**config.mk**
```make
export PLATFORM = sky130hd
export DESIGN_NAME = tcp_option_parser_top
export DESIGN_NICKNAME = d
export VERILOG_FILES = /design/src/sv/tcp_opt_pkg.sv /design/src/sv/tcp_option_parser_top.sv /design/src/sv/tcp_opt_parse.sv /design/src/sv/tcp_opt_emit.sv
export VERILOG_INCLUDE_DIRS = /design/src /design/src/sv
export SDC_FILE = /design/constraint.sdc
export NUM_CORES = 1
export LEC_CHECK = 0
export BUFFER_PORTS_ARGS = -buffer_cell sky130_fd_sc_hd__buf_2
export CORE_ASPECT_RATIO = 1.2
export CORE_UTILIZATION = 50
export CTS_CLUSTER_DIAMETER = 200
export CTS_CLUSTER_SIZE = 14
export DETAILED_ROUTE_END_ITERATION = 10
export PLACE_DENSITY = 0.67
export SKIP_LAST_GASP = 1
export SYNTH_ARGS = -nofsm -noshare
export SYNTH_HDL_FRONTEND = slang
export SYNTH_HIERARCHICAL = 1
export SYNTH_SLANG_ARGS = --single-unit
```
**constraint.sdc**
```tcl
create_clock -name clk_i -period 20.7 [get_ports clk_i]
set_clock_uncertainty 0.1 [all_clocks]
set_input_delay 1.035 -clock clk_i [delete_from_list [all_inputs] [get_ports clk_i]]
set_output_delay 1.035 -clock clk_i [all_outputs]
set_load 0.01 [all_outputs]
```
**src/sv/tcp_option_parser_top_macros.svh**
```systemverilog
// ---------------------------------------------------------------------------
// TCP option parser assertion macros
// Shared concurrent assertion forms, clocked on clk_i and off during reset.
// ---------------------------------------------------------------------------
`ifndef TCP_OPTION_PARSER_TOP_MACROS_SVH
`define TCP_OPTION_PARSER_TOP_MACROS_SVH

// Same-cycle implication.
`define TOP_ASSERT_IMP(label, ante, cons, msg) \
  label: assert property (@(posedge clk_i) disable iff (!rst_ni) (ante) |-> (cons)) \
    else $error(msg);

// Next-cycle implication.
`define TOP_ASSERT_NXT(label, ante, cons, msg) \
  label: assert property (@(posedge clk_i) disable iff (!rst_ni) (ante) |=> (cons)) \
    else $error(msg);

`endif

```
**src/sv/tcp_opt_pkg.sv**
```systemverilog
// ---------------------------------------------------------------------------
// TCP option parser package
// Option kinds, lengths, summary record type and result packing.
// ---------------------------------------------------------------------------
package tcp_opt_pkg;

  localparam int MAX_BLOCKS     = 4;
  localparam int MAX_AREA_BYTES = 40;
  localparam int OUT_DATA_W     = 96;

  localparam logic [7:0] KIND_EOL     = 8'd0;
  localparam logic [7:0] KIND_NOP     = 8'd1;
  localparam logic [7:0] KIND_MSS     = 8'd2;
  localparam logic [7:0] KIND_WSCALE  = 8'd3;
  localparam logic [7:0] KIND_SACK_OK = 8'd4;
  localparam logic [7:0] KIND_SACK    = 8'd5;
  localparam logic [7:0] KIND_TS      = 8'd8;

  localparam logic [7:0] LEN_MIN      = 8'd2;
  localparam logic [7:0] LEN_SACK_OK  = 8'd2;
  localparam logic [7:0] LEN_WSCALE   = 8'd3;
  localparam logic [7:0] LEN_MSS      = 8'd4;
  localparam logic [7:0] LEN_TS       = 8'd10;
  localparam logic [7:0] LEN_SACK_MIN = 8'd10;

  localparam logic [7:0] WSCALE_LIMIT = 8'd14;

  // Position within the current option
  localparam logic [5:0] OFF_KIND      = 6'd0;
  localparam logic [5:0] OFF_LEN       = 6'd1;
  localparam logic [5:0] OFF_DATA      = 6'd2;
  localparam logic [5:0] OFF_TSVAL_END = 6'd5;
  localparam logic [5:0] OFF_TSECR_END = 6'd9;

  // Byte within an 8-byte SACK block at which each edge word completes
  localparam logic [2:0] SACK_START_END = 3'd3;
  localparam logic [2:0] SACK_EDGE_END  = 3'd7;

  localparam logic REC_SUMMARY = 1'b0;
  localparam logic REC_SACK    = 1'b1;

  typedef struct packed {
    logic        parse_ok;
    logic        has_mss;
    logic [15:0] mss_value;
    logic        has_wscale;
    logic [3:0]  wscale_value;
    logic        has_sack_ok;
    logic        has_ts;
    logic [31:0] word_a;
    logic [31:0] word_b;
    logic [2:0]  sack_count;
  } summary_t;

  // SACK length is 2 + 8*n with n >= 1
  function automatic logic sack_len_ok(input logic [7:0] len);
    return (len >= LEN_SACK_MIN) && (len[2:0] == 3'd2);
  endfunction

  function automatic logic [OUT_DATA_W-1:0] pack_record(input summary_t s);
    return {4'b0, s.sack_count, s.word_b, s.word_a, s.has_ts, s.has_sack_ok,
            s.wscale_value, s.has_wscale, s.mss_value, s.has_mss, s.parse_ok};
  endfunction

endpackage

```
**src/sv/tcp_option_parser_top.sv**
```systemverilog
// ---------------------------------------------------------------------------
// TCP option parser top level
// Parses the TCP option area byte by byte and emits summary and SACK records.
// ---------------------------------------------------------------------------
// Throughput: one option byte per cycle except while a closing byte waits.
// A closing byte's summary goes via the emitter snapshot to the output
//   register; SACK records follow at one per cycle under no backpressure.
// A closing byte waits until the last of the previous area's 1 to 1+MaxBlocks
//   records moves into the output register.
// Reset (rst_ni, async, active low) clears parse and handshake state at once.
module tcp_option_parser_top
  import tcp_opt_pkg::*;
#(
  parameter int MaxBlocks = MAX_BLOCKS
) (
  input  logic                  clk_i,
  input  logic                  rst_ni,
  // Slave side: one option byte per transaction
  input  logic                  s_axis_tvalid_i,
  output logic                  s_axis_tready_o,
  input  logic [7:0]            s_axis_tdata_i,   // [7:0] data_byte
  input  logic                  s_axis_tlast_i,   // last_byte
  input  logic                  s_axis_tuser_i,   // [0] empty_area
  // Master side: one record per transaction
  output logic                  m_axis_tvalid_o,
  input  logic                  m_axis_tready_i,
  // [0] parse_ok, [1] has_mss, [17:2] mss_value, [18] has_wscale,
  // [22:19] wscale_value, [23] has_sack_ok, [24] has_ts,
  // [56:25] word_a, [88:57] word_b, [91:89] sack_count, [95:92] zero
  output logic [OUT_DATA_W-1:0] m_axis_tdata_o,
  output logic                  m_axis_tlast_o,   // last_result
  output logic                  m_axis_tuser_o    // [0] record_kind
);

  logic        snap_free;
  logic        snap_load;
  summary_t    summary;
  logic [31:0] blk_start [MaxBlocks];
  logic [31:0] blk_end   [MaxBlocks];

  // Byte stage: input register and parse state; hold a closing byte until
  // the emitter can take the snapshot
  tcp_opt_parse #(
    .MaxBlocks (MaxBlocks)
  ) u_parse (
    .clk_i       (clk_i),
    .rst_ni      (rst_ni),
    .s_valid_i   (s_axis_tvalid_i),
    .s_ready_o   (s_axis_tready_o),
    .s_byte_i    (s_axis_tdata_i),
    .s_last_i    (s_axis_tlast_i),
    .s_empty_i   (s_axis_tuser_i),
    .snap_free_i (snap_free),
    .snap_load_o (snap_load),
    .summary_o   (summary),
    .blk_start_o (blk_start),
    .blk_end_o   (blk_end)
  );

  // Emitter: copy of the closed area, then advance through its records into
  // the output register, so the next area parses while these drain
  tcp_opt_emit #(
    .MaxBlocks (MaxBlocks)
  ) u_emit (
    .clk_i       (clk_i),
    .rst_ni      (rst_ni),
    .snap_load_i (snap_load),
    .summary_i   (summary),
    .blk_start_i (blk_start),
    .blk_end_i   (blk_end),
    .snap_free_o (snap_free),
    .m_valid_o   (m_axis_tvalid_o),
    .m_ready_i   (m_axis_tready_i),
    .m_data_o    (m_axis_tdata_o),
    .m_last_o    (m_axis_tlast_o),
    .m_user_o    (m_axis_tuser_o)
  );

endmodule

```
**src/sv/tcp_opt_parse.sv**
```systemverilog
// ---------------------------------------------------------------------------
// TCP option parser byte stage
// Registers one option byte and updates the parse state from it.
// ---------------------------------------------------------------------------
module tcp_opt_parse
  import tcp_opt_pkg::*;
#(
  parameter  int MaxBlocks = MAX_BLOCKS,
  localparam int BlkW      = (MaxBlocks > 1) ? $clog2(MaxBlocks) : 1
) (
  input  logic        clk_i,
  input  logic        rst_ni,
  input  logic        s_valid_i,
  output logic        s_ready_o,
  input  logic [7:0]  s_byte_i,
  input  logic        s_last_i,
  input  logic        s_empty_i,
  input  logic        snap_free_i,
  output logic        snap_load_o,
  output summary_t    summary_o,
  output logic [31:0] blk_start_o [MaxBlocks],
  output logic [31:0] blk_end_o   [MaxBlocks]
);

  localparam logic [5:0] AreaLimit = 6'(MAX_AREA_BYTES);
  localparam logic [4:0] MaxN      = 5'(MaxBlocks);

  logic        in_v_q, in_v_d;
  logic [7:0]  in_byte_q;
  logic        in_last_q, in_empty_q;

  logic [5:0]  pos_q, pos_d, off_q, off_d;
  logic [7:0]  kind_q, kind_d, len_q, len_d;
  logic        end_q, end_d, err_q, err_d;
  logic [31:0] ws_q, ws_d;
  logic        mss_flag_q, mss_flag_d;
  logic [15:0] mss_val_q, mss_val_d;
  logic        wsc_flag_q, wsc_flag_d;
  logic [3:0]  wsc_val_q, wsc_val_d;
  logic        sackok_q, sackok_d;
  logic        ts_flag_q, ts_flag_d;
  logic [31:0] tsval_q, tsval_d, tsecr_q, tsecr_d;
  logic [2:0]  stored_q, stored_d;
  logic [31:0] start_q [MaxBlocks];
  logic [31:0] start_d [MaxBlocks];
  logic [31:0] edge_q  [MaxBlocks];
  logic [31:0] edge_d  [MaxBlocks];

  logic        close, consume, take;
  logic [31:0] ws_new;
  logic [5:0]  rel;
  logic [2:0]  blk;
  logic [4:0]  n_blk;
  logic        err_fin;
  logic [2:0]  cnt;

  assign close       = in_empty_q || in_last_q;
  assign consume     = !close || snap_free_i;
  assign s_ready_o   = !in_v_q || consume;
  assign take        = in_v_q && consume && !in_empty_q;
  assign snap_load_o = in_v_q && close && snap_free_i;

  assign ws_new = {ws_q[23:0], in_byte_q};
  assign rel    = off_q - OFF_DATA;
  assign blk    = rel[5:3];
  assign n_blk  = in_byte_q[7:3];

  assign in_v_d = s_ready_o ? s_valid_i : in_v_q;

  always_comb begin
    pos_d      = pos_q;
    off_d      = off_q;
    kind_d     = kind_q;
    len_d      = len_q;
    end_d      = end_q;
    err_d      = err_q;
    ws_d       = ws_q;
    mss_flag_d = mss_flag_q;
    mss_val_d  = mss_val_q;
    wsc_flag_d = wsc_flag_q;
    wsc_val_d  = wsc_val_q;
    sackok_d   = sackok_q;
    ts_flag_d  = ts_flag_q;
    tsval_d    = tsval_q;
    tsecr_d    = tsecr_q;
    stored_d   = stored_q;
    start_d    = start_q;
    edge_d     = edge_q;

    if (take) begin
      if (pos_q >= AreaLimit) begin
        err_d = 1'b1;
      end else begin
        pos_d = pos_q + 6'd1;
        if (!err_q && !end_q) begin
          case (off_q)
            OFF_KIND: begin
              if (in_byte_q == KIND_EOL) begin
                end_d = 1'b1;
              end else if (in_byte_q != KIND_NOP) begin
                kind_d = in_byte_q;
                off_d  = OFF_LEN;
              end
            end
            OFF_LEN: begin
              if (in_byte_q < LEN_MIN) begin
                err_d = 1'b1;
              end else begin
                len_d = in_byte_q;
                ws_d  = 32'd0;
                if (kind_q == KIND_SACK && sack_len_ok(in_byte_q)) begin
                  stored_d = (n_blk > MaxN) ? MaxN[2:0] : n_blk[2:0];
                end
                if (in_byte_q == LEN_SACK_OK) begin
                  if (kind_q == KIND_SACK_OK) sackok_d = 1'b1;
                  off_d = OFF_KIND;
                end else begin
                  off_d = OFF_DATA;
                end
              end
            end
            default: begin
              ws_d = ws_new;
              if (kind_q == KIND_SACK && sack_len_ok(len_q) && blk < stored_q) begin
                if (rel[2:0] == SACK_START_END) begin
                  start_d[blk[BlkW-1:0]] = ws_new;
                end else if (rel[2:0] == SACK_EDGE_END) begin
                  edge_d[blk[BlkW-1:0]] = ws_new;
                end
              end
              if (kind_q == KIND_TS && len_q == LEN_TS) begin
                if (off_q == OFF_TSVAL_END) tsval_d = ws_new;
                else if (off_q == OFF_TSECR_END) tsecr_d = ws_new;
              end
              if ({2'b00, off_q} + 8'd1 == len_q) begin
                if (kind_q == KIND_MSS && len_q == LEN_MSS) begin
                  mss_flag_d = 1'b1;
                  mss_val_d  = ws_new[15:0];
                end else if (kind_q == KIND_WSCALE && len_q == LEN_WSCALE) begin
                  wsc_flag_d = 1'b1;
                  wsc_val_d  = (in_byte_q > WSCALE_LIMIT) ? WSCALE_LIMIT[3:0]
                                                          : in_byte_q[3:0];
                end else if (kind_q == KIND_TS && len_q == LEN_TS) begin
                  ts_flag_d = 1'b1;
                end
                off_d = OFF_KIND;
              end else begin
                off_d = off_q + 6'd1;
              end
            end
          endcase
        end
      end
    end

    // Summary from the state after this byte
    err_fin = err_d || (!end_d && off_d != OFF_KIND);
    cnt     = err_fin ? 3'd0 : stored_d;
    summary_o                = '0;
    summary_o.parse_ok       = !err_fin;
    if (!err_fin) begin
      summary_o.has_mss      = mss_flag_d;
      summary_o.mss_value    = mss_flag_d ? mss_val_d : 16'd0;
      summary_o.has_wscale   = wsc_flag_d;
      summary_o.wscale_value = wsc_flag_d ? wsc_val_d : 4'd0;
      summary_o.has_sack_ok  = sackok_d;
      summary_o.has_ts       = ts_flag_d;
      summary_o.word_a       = ts_flag_d ? tsval_d : 32'd0;
      summary_o.word_b       = ts_flag_d ? tsecr_d : 32'd0;
      summary_o.sack_count   = cnt;
    end
    blk_start_o = start_d;
    blk_end_o   = edge_d;

    // Clear the area state once it closes
    if (snap_load_o) begin
      pos_d      = '0;
      off_d      = OFF_KIND;
      kind_d     = '0;
      len_d      = '0;
      end_d      = 1'b0;
      err_d      = 1'b0;
      ws_d       = '0;
      mss_flag_d = 1'b0;
      mss_val_d  = '0;
      wsc_flag_d = 1'b0;
      wsc_val_d  = '0;
      sackok_d   = 1'b0;
      ts_flag_d  = 1'b0;
      tsval_d    = '0;
      tsecr_d    = '0;
      stored_d   = '0;
    end
  end

  always_ff @(posedge clk_i or negedge rst_ni) begin
    if (!rst_ni) begin
      in_v_q     <= 1'b0;
      pos_q      <= '0;
      off_q      <= OFF_KIND;
      kind_q     <= '0;
      len_q      <= '0;
      end_q      <= 1'b0;
      err_q      <= 1'b0;
      ws_q       <= '0;
      mss_flag_q <= 1'b0;
      mss_val_q  <= '0;
      wsc_flag_q <= 1'b0;
      wsc_val_q  <= '0;
      sackok_q   <= 1'b0;
      ts_flag_q  <= 1'b0;
      tsval_q    <= '0;
      tsecr_q    <= '0;
      stored_q   <= '0;
    end else begin
      in_v_q     <= in_v_d;
      pos_q      <= pos_d;
      off_q      <= off_d;
      kind_q     <= kind_d;
      len_q      <= len_d;
      end_q      <= end_d;
      err_q      <= err_d;
      ws_q       <= ws_d;
      mss_flag_q <= mss_flag_d;
      mss_val_q  <= mss_val_d;
      wsc_flag_q <= wsc_flag_d;
      wsc_val_q  <= wsc_val_d;
      sackok_q   <= sackok_d;
      ts_flag_q  <= ts_flag_d;
      tsval_q    <= tsval_d;
      tsecr_q    <= tsecr_d;
      stored_q   <= stored_d;
    end
  end

  always_ff @(posedge clk_i) begin
    if (s_valid_i && s_ready_o) begin
      in_byte_q  <= s_byte_i;
      in_last_q  <= s_last_i;
      in_empty_q <= s_empty_i;
    end
    start_q <= start_d;
    edge_q  <= edge_d;
  end

endmodule

```
**src/sv/tcp_opt_emit.sv**
```systemverilog
// ---------------------------------------------------------------------------
// TCP option parser record emitter
// Holds a closed area's summary and blocks, one out per cycle unless stalled.
// ---------------------------------------------------------------------------
`include "tcp_option_parser_top_macros.svh"

module tcp_opt_emit
  import tcp_opt_pkg::*;
#(
  parameter  int MaxBlocks = MAX_BLOCKS,
  localparam int BlkW      = (MaxBlocks > 1) ? $clog2(MaxBlocks) : 1
) (
  input  logic                  clk_i,
  input  logic                  rst_ni,
  input  logic                  snap_load_i,
  input  summary_t              summary_i,
  input  logic [31:0]           blk_start_i [MaxBlocks],
  input  logic [31:0]           blk_end_i   [MaxBlocks],
  output logic                  snap_free_o,
  output logic                  m_valid_o,
  input  logic                  m_ready_i,
  output logic [OUT_DATA_W-1:0] m_data_o,
  output logic                  m_last_o,
  output logic                  m_user_o
);

  localparam logic [2:0] MaxCnt = 3'(MaxBlocks);

  logic                  busy_q, busy_d;
  logic [2:0]            idx_q, idx_d;
  summary_t              snap_q;
  logic [31:0]           start_q [MaxBlocks];
  logic [31:0]           edge_q  [MaxBlocks];
  logic                  m_valid_q, m_valid_d;
  logic [OUT_DATA_W-1:0] m_data_q;
  logic                  m_last_q, m_user_q;

  logic                  out_load, rec_last;
  logic [2:0]            idx_m1;
  summary_t              sack_rec;
  logic                  err_clean;

  // Free again in the cycle that the last record moves to the output register
  assign snap_free_o = !busy_q || (out_load && rec_last);
  assign out_load    = busy_q && (!m_valid_q || m_ready_i);
  assign rec_last    = (idx_q == snap_q.sack_count);
  assign idx_m1      = idx_q - 3'd1;
  assign err_clean   = (summary_i.sack_count == 3'd0) && !summary_i.has_mss &&
                       !summary_i.has_ts;

  always_comb begin
    sack_rec          = '0;
    sack_rec.parse_ok = 1'b1;
    sack_rec.word_a   = start_q[idx_m1[BlkW-1:0]];
    sack_rec.word_b   = edge_q[idx_m1[BlkW-1:0]];
  end

  always_comb begin
    busy_d = busy_q;
    idx_d  = idx_q;
    if (snap_load_i) begin
      busy_d = 1'b1;
      idx_d  = 3'd0;
    end else if (out_load) begin
      if (rec_last) busy_d = 1'b0;
      else idx_d = idx_q + 3'd1;
    end
    if (out_load) m_valid_d = 1'b1;
    else if (m_ready_i) m_valid_d = 1'b0;
    else m_valid_d = m_valid_q;
  end

  always_ff @(posedge clk_i or negedge rst_ni) begin
    if (!rst_ni) begin
      busy_q    <= 1'b0;
      idx_q     <= '0;
      m_valid_q <= 1'b0;
    end else begin
      busy_q    <= busy_d;
      idx_q     <= idx_d;
      m_valid_q <= m_valid_d;
    end
  end

  always_ff @(posedge clk_i) begin
    if (snap_load_i) begin
      snap_q  <= summary_i;
      start_q <= blk_start_i;
      edge_q  <= blk_end_i;
    end
    if (out_load) begin
      m_last_q <= rec_last;
      if (idx_q == 3'd0) begin
        m_data_q <= pack_record(snap_q);
        m_user_q <= REC_SUMMARY;
      end else begin
        m_data_q <= pack_record(sack_rec);
        m_user_q <= REC_SACK;
      end
    end
  end

  assign m_valid_o = m_valid_q;
  assign m_data_o  = m_data_q;
  assign m_last_o  = m_last_q;
  assign m_user_o  = m_user_q;

  `TOP_ASSERT_IMP(a_load_when_free, snap_load_i, !busy_q || rec_last, "snapshot loaded while busy")
  `TOP_ASSERT_NXT(a_load_starts, snap_load_i, busy_q && idx_q == 3'd0, "load did not restart")
  `TOP_ASSERT_IMP(a_idx_bound, busy_q, idx_q <= snap_q.sack_count, "record index overran")
  `TOP_ASSERT_IMP(a_cnt_bound, busy_q, snap_q.sack_count <= MaxCnt, "block count over limit")
  `TOP_ASSERT_IMP(a_err_clean, snap_load_i && !summary_i.parse_ok, err_clean, "error not clean")

endmodule

```
-- Word level (Yosys, flattened, before mapping)
Index checks and enable logic that the tools add are counted.
- multiplexer cells: 148
- add/sub/neg operators: 6
- order comparisons: 10
- eq/ne operators: 25
- bitwise logic cells: 5
- reductions and logical operators: 55
- operators with widths (kind ; count):
    2-to-1 mux 128 bit ; 13
    2-to-1 mux 32 bit ; 20
    bitwise mux 128 bit ; 2
    binary-select mux 32 bit (select 2 bit) ; 2
    2-to-1 mux 24 bit ; 5
    2-to-1 mux 16 bit ; 7
    2-to-1 mux 8 bit ; 13
    2-to-1 mux 89 bit ; 1
    2-to-1 mux 6 bit ; 11
    demux 32 bit (select 2 bit) ; 1
    2-to-1 mux 1 bit ; 50
    case mux 24 bit (2 select lines) ; 1
    2-to-1 mux 4 bit ; 9
    2-to-1 mux 3 bit ; 11
    equality test 8 x 2 -> 1 bit, second input constant ; 4
    equality test 8 x 3 -> 1 bit, second input constant ; 3
    logical AND 1 bit ; 18
    equality test 8 x 4 -> 1 bit, second input constant ; 2
    greater-or-equal comparator 8 x 4 -> 1 bit, second input constant ; 2
    nonzero test 2 bit ; 8
    adder 6 x 1 -> 6 bit, second input constant ; 2
    case mux 6 bit (2 select lines) ; 1
    != test 2 bit, second input constant ; 5
    AND reduction 5 bit ; 2
    other kinds (32) ; 56
- bits in registers: 863
- word-level logic and storage cells: 302
- input bits: 14

-- Longest topological paths before layout
- word-level depth: 14
- mapped depth: 12
- gate-level depth less buffers: 10

-- Cells and area by module
Netlist, hierarchy kept.
- by module, submodules not included (module ; sequential area each (um2) ; instances ; cells an instance ; area an instance (um2)):
    tcp_opt_parse ; 9078.7 ; 1 ; 1402 ; 16208.0
    tcp_opt_emit ; 13397.8 ; 1 ; 795 ; 16136.7

-- Least setup slack after synthesis
Ideal clock, no wire load.
- path kind: input to register
- start: in m_axis_tready_i
- end: reg u_emit/edge_q[0] (netlist bit) (enable)
- stages on the path: 8
- slack: 7.741 ns
- setup time: 0.852 ns
- data required time: 19.748 ns
- data arrival time: 12.007 ns
- path buffers: 2
- cells stage by stage: nand2b_1 -> inv_1 -> o31ai_2 -> inv_1 -> or2_2 -> inv_1 -> clkbuf_1 -> clkbuf_1
- cells in the longest elaborated chain, start to end: 5
- ends and longest elaborated chain (what ; line ; source):
    start: declaration ; tcp_option_parser_top.sv:26 ; input logic m_axis_tready_i,
    logical OR 1 bit ; tcp_opt_emit.sv:45 ; assign out_load = busy_q && (!m_valid_q || m_ready_i);
    logical AND 1 bit ; tcp_opt_emit.sv:45 ;
    logical AND 1 bit ; tcp_opt_emit.sv:44 ; assign snap_free_o = !busy_q || (out_load && rec_last);
    logical OR 1 bit ; tcp_opt_emit.sv:44 ;
    named net snap_free ; tcp_option_parser_top.sv:35 ; logic snap_free;
    logical AND 1 bit ; tcp_opt_parse.sv:61 ; assign snap_load_o = in_v_q && close && snap_free_i;
    named net snap_load ; tcp_option_parser_top.sv:36 ; logic snap_load;
    end signal: assignment ; tcp_opt_emit.sv:89 ; edge_q <= blk_end_i;
    end: declaration ; tcp_opt_emit.sv:33 ; logic [31:0] edge_q [MaxBlocks];
The timed path passes the listed nets, and every way through them passes these cells.
A chain may end at the register's enable or synchronous reset.

==> run summary <==
peak supply drop: 0.0920 mV
drt total wl: 70.4 mm
initial core utilization: 0.509
core area: 63,600 um^2
clk root buf: clkbuf_16
RSZ-0062 raised after global routing: false
sequential share of the synthesized area: 0.695
first-pass GRT wire length: 108 mm
DR pass1 iterations: 10
most numerous cell in the Yosys netlist: edfxtp_1
chip width: 234 um
Synth area leaders: edfxtp_1 (42%), dfxtp_1 (16%), dfrtp_1 (12%)
final setup margin: 15.80 ns
status: complete, but fails checks
Fmax: 0.204 GHz
Pleak: 14.1 nW
Die H: 281 um
Yosys warnings: 6
cell taking the most area after synthesis: edfxtp_1
Slew HR: 0.235
die area: 65,700 um^2
post-CTS setup buffer count: 0
DRC viols: 12
register bit total from synthesis: 859
combinational power share: 0.259
I/O pin cnt: 114
Sw Ratio: 0.330
number of global-route vias before repair: 18,500
largest family of logic cells by synthesized area: multiplexers
initial drt markers: 1,285
WS Path Type: register to register
Storage cell area: 22,500 um^2
Synth Area in Compound Gates: 0.0166
Final Wtd Congestion: 0.908
ratio of cells with drive above 1 in the final layout: 0.253
FILL cells: 5,027
Pwr Total: 4.97 mW
Commonest cells post-synth: edfxtp_1 (452), nand2_1 (267), mux2_2 (262)
multiplexer area fraction after synthesis: 0.164
Tmin final: 4.90 ns
largest net degree at the start of global routing: 201
Clock power frac: 0.255
area of the multi-input gates: 9170 um^2
Post-synth EDFFs: 452
period utilization: 0.237
internal power: 3.33 mW
crit path from: u_emit/idx_q[0]
Vias/cell: 5.68
Post-Synthesis Mean Instance Area: 14.7 um^2
maximum root-to-sink buffer count: 3
Post-Syn Instances: 2,197
# nets final: 2,276
Async SR Flop Fraction: 0.176
port bufs: 109
Pins Over Slew Limit: 0
CTS tree: yes
ys flop type: edfxtp_1
origin of the worst min-delay path: u_parse/edge_q[104]
CP required: 20.96 ns
Core Util, Final: 0.562
DRT antenna net count: 0
failing checks: design-rule violations
# diodes: 0
Non-Filler Cell Area, Final: 35,700 um^2
post-synthesis adder-cell area fraction: 0.00426
initial antenna violation count: 0
Rows: 101
actual slew at the worst max-slew pin: 1.15 ns
Area Overhead vs Synth: 10.4%
placed instance area: 33,600 um^2
drt wl/cell: 22.5 um
Mapped Area: 32,300 um^2
Worst-Skew Late Latency: 0.62 ns
Finish-stage setup viols: 0
Post-Synth XOR/XNOR Area: 0.00542
Max Cap Viol: 0
Arr. time, crit path: 5.16 ns
share of Yosys cell area claimed by the top area cell type: 0.420
PwrDens: 139 nW/um^2
crit path max fanout: 34
launching point of the worst reg2reg path: u_emit/idx_q[0]
Simple-Gate Fraction of Synth Area: 0.0899
Tot GR Track Use: 0.219
hold crit path type: register to register
TNS Setup: 0 ns
detailed-route via count: 17,800
net switching power: 1.64 mW
Reg clk slew, reported paths: 0.07 ns
clk sink count: 859
Fin. Hold Viols: 0
post-synthesis cell type count: 59
total grt overflow: 0
CTS Buf Count: 71
Worst Setup End Kind: register
sequential fraction of design power: 0.486
hold buffers post-CTS: 0
CTS resizes: 0
Post-DP HPWL: 39.1 mm
H-tree depth: 3
crit path launch type: register
pre-CTS setup slack: 15.68 ns
[critical path, cell delays in order, from the launching register on]
cell and delay [ns]:
dfrtp_4 0.90, xor2_1 0.23, or2_2 0.35, o31ai_2 0.34, nor2b_1 0.16, or2_2 0.33
nor4b_1 0.40, nand4_1 0.40, nor2_4 0.54, buf_4 0.47, mux2_2 0.40
[cells by family after synthesis]
| group | Yosys count |
|---|---|
| fa+ha+maj | 11 |
| other cells | 1 |
| flops | 859 |
| mux | 417 |
| xor+xnor | 20 |
| compound gates | 85 |
| buf+inv | 185 |
| simple gates | 619 |
[state kept, by name, summed over array words and instances, names as in the netlist, 3 cells and up]
register and cells:
u_emit/snap_q 92, u_parse/len_q 8, u_parse/kind_q 8, u_emit/m_data_o 92
u_parse/wsc_val_q 4, u_emit/start_q 128, u_parse/pos_q 6, u_parse/in_byte_q 8
u_parse/tsval_q 32, u_parse/mss_val_q 16, u_emit/idx_q 3, u_parse/start_q 128
u_parse/stored_q 3, u_emit/edge_q 128, u_parse/edge_q 128, u_parse/ws_q 24
u_parse/tsecr_q 32, u_parse/off_q 6
[worst paths after layout]
path,end,slack [ns],cells after the start
max,u_emit/start_q[1],15.80,10
min reg2reg,u_parse/edge_q[104],0.37,1
max in group asynchronous,u_emit/idx_q[0],18.37,2
min in group asynchronous,u_parse/tsecr_q[5],0.38,1
max reg2reg,u_emit/start_q[1],15.80,10
min,u_parse/edge_q[104],0.37,1
[metal layers]
metal | wire, um | global-route usage | share of wire
met5 | 0 | 0 | 0
met4 | 1580 | 0.0696 | 0.022
met3 | 3440 | 0.0305 | 0.049
met2 | 35300 | 0.375 | 0.50
met1 | 30100 | 0.288 | 0.43
[stage by stage]
| stage | cells | hold slack (ns) |
|---|---|---|
| after floorplan | 2200 | 0.346 |
| after global placement | 3002 | 0.351 |
| after detailed placement | 3002 | 0.356 |
| after CTS | 3133 | 0.373 |
| after global routing | 3133 | 0.380 |
| final | 3133 | 0.371 |
[power groups by stage]
stage          clock network (mW)  registers, mW  logic, mW
2_1_floorplan                   0           2.51      0.834
3_3_place_gp                    0           2.44       1.28
3_5_place_dp                    0           2.45       1.30
4_1_cts                      1.30           2.42       1.30
5_1_grt                      1.36           2.45       1.39
6_report                     1.27           2.41       1.29
[cell usage in the layout (no fill, tap or decap), types with 10 or more instances in the layout]
cell type and n:
nor3_1 21, mux4_2 64, nand3_1 16, dfrtp_1 150, mux2i_1 91, nor4_1 80
dfxtp_1 256, clkbuf_1 53, buf_2 108, xor2_1 10, nand2b_1 10, o21ai_0 40
nand2_1 266, and2_1 29, inv_1 17, ha_1 10, clkbuf_16 75, nor2_1 133
mux2_2 262, buf_4 34, xnor2_1 10, edfxtp_1 452
[area by class of cell]
type,instances,share of cell area
tap,824,0.0289
sequential,859,0.630
clock inverter,3,0.00112
inverter,19,0.00221
multi-input combinational,1156,0.257
timing repair buffer,144,0.0232
clock buffer,128,0.0581
No activity file was read; power rests on OpenSTA's default activity.
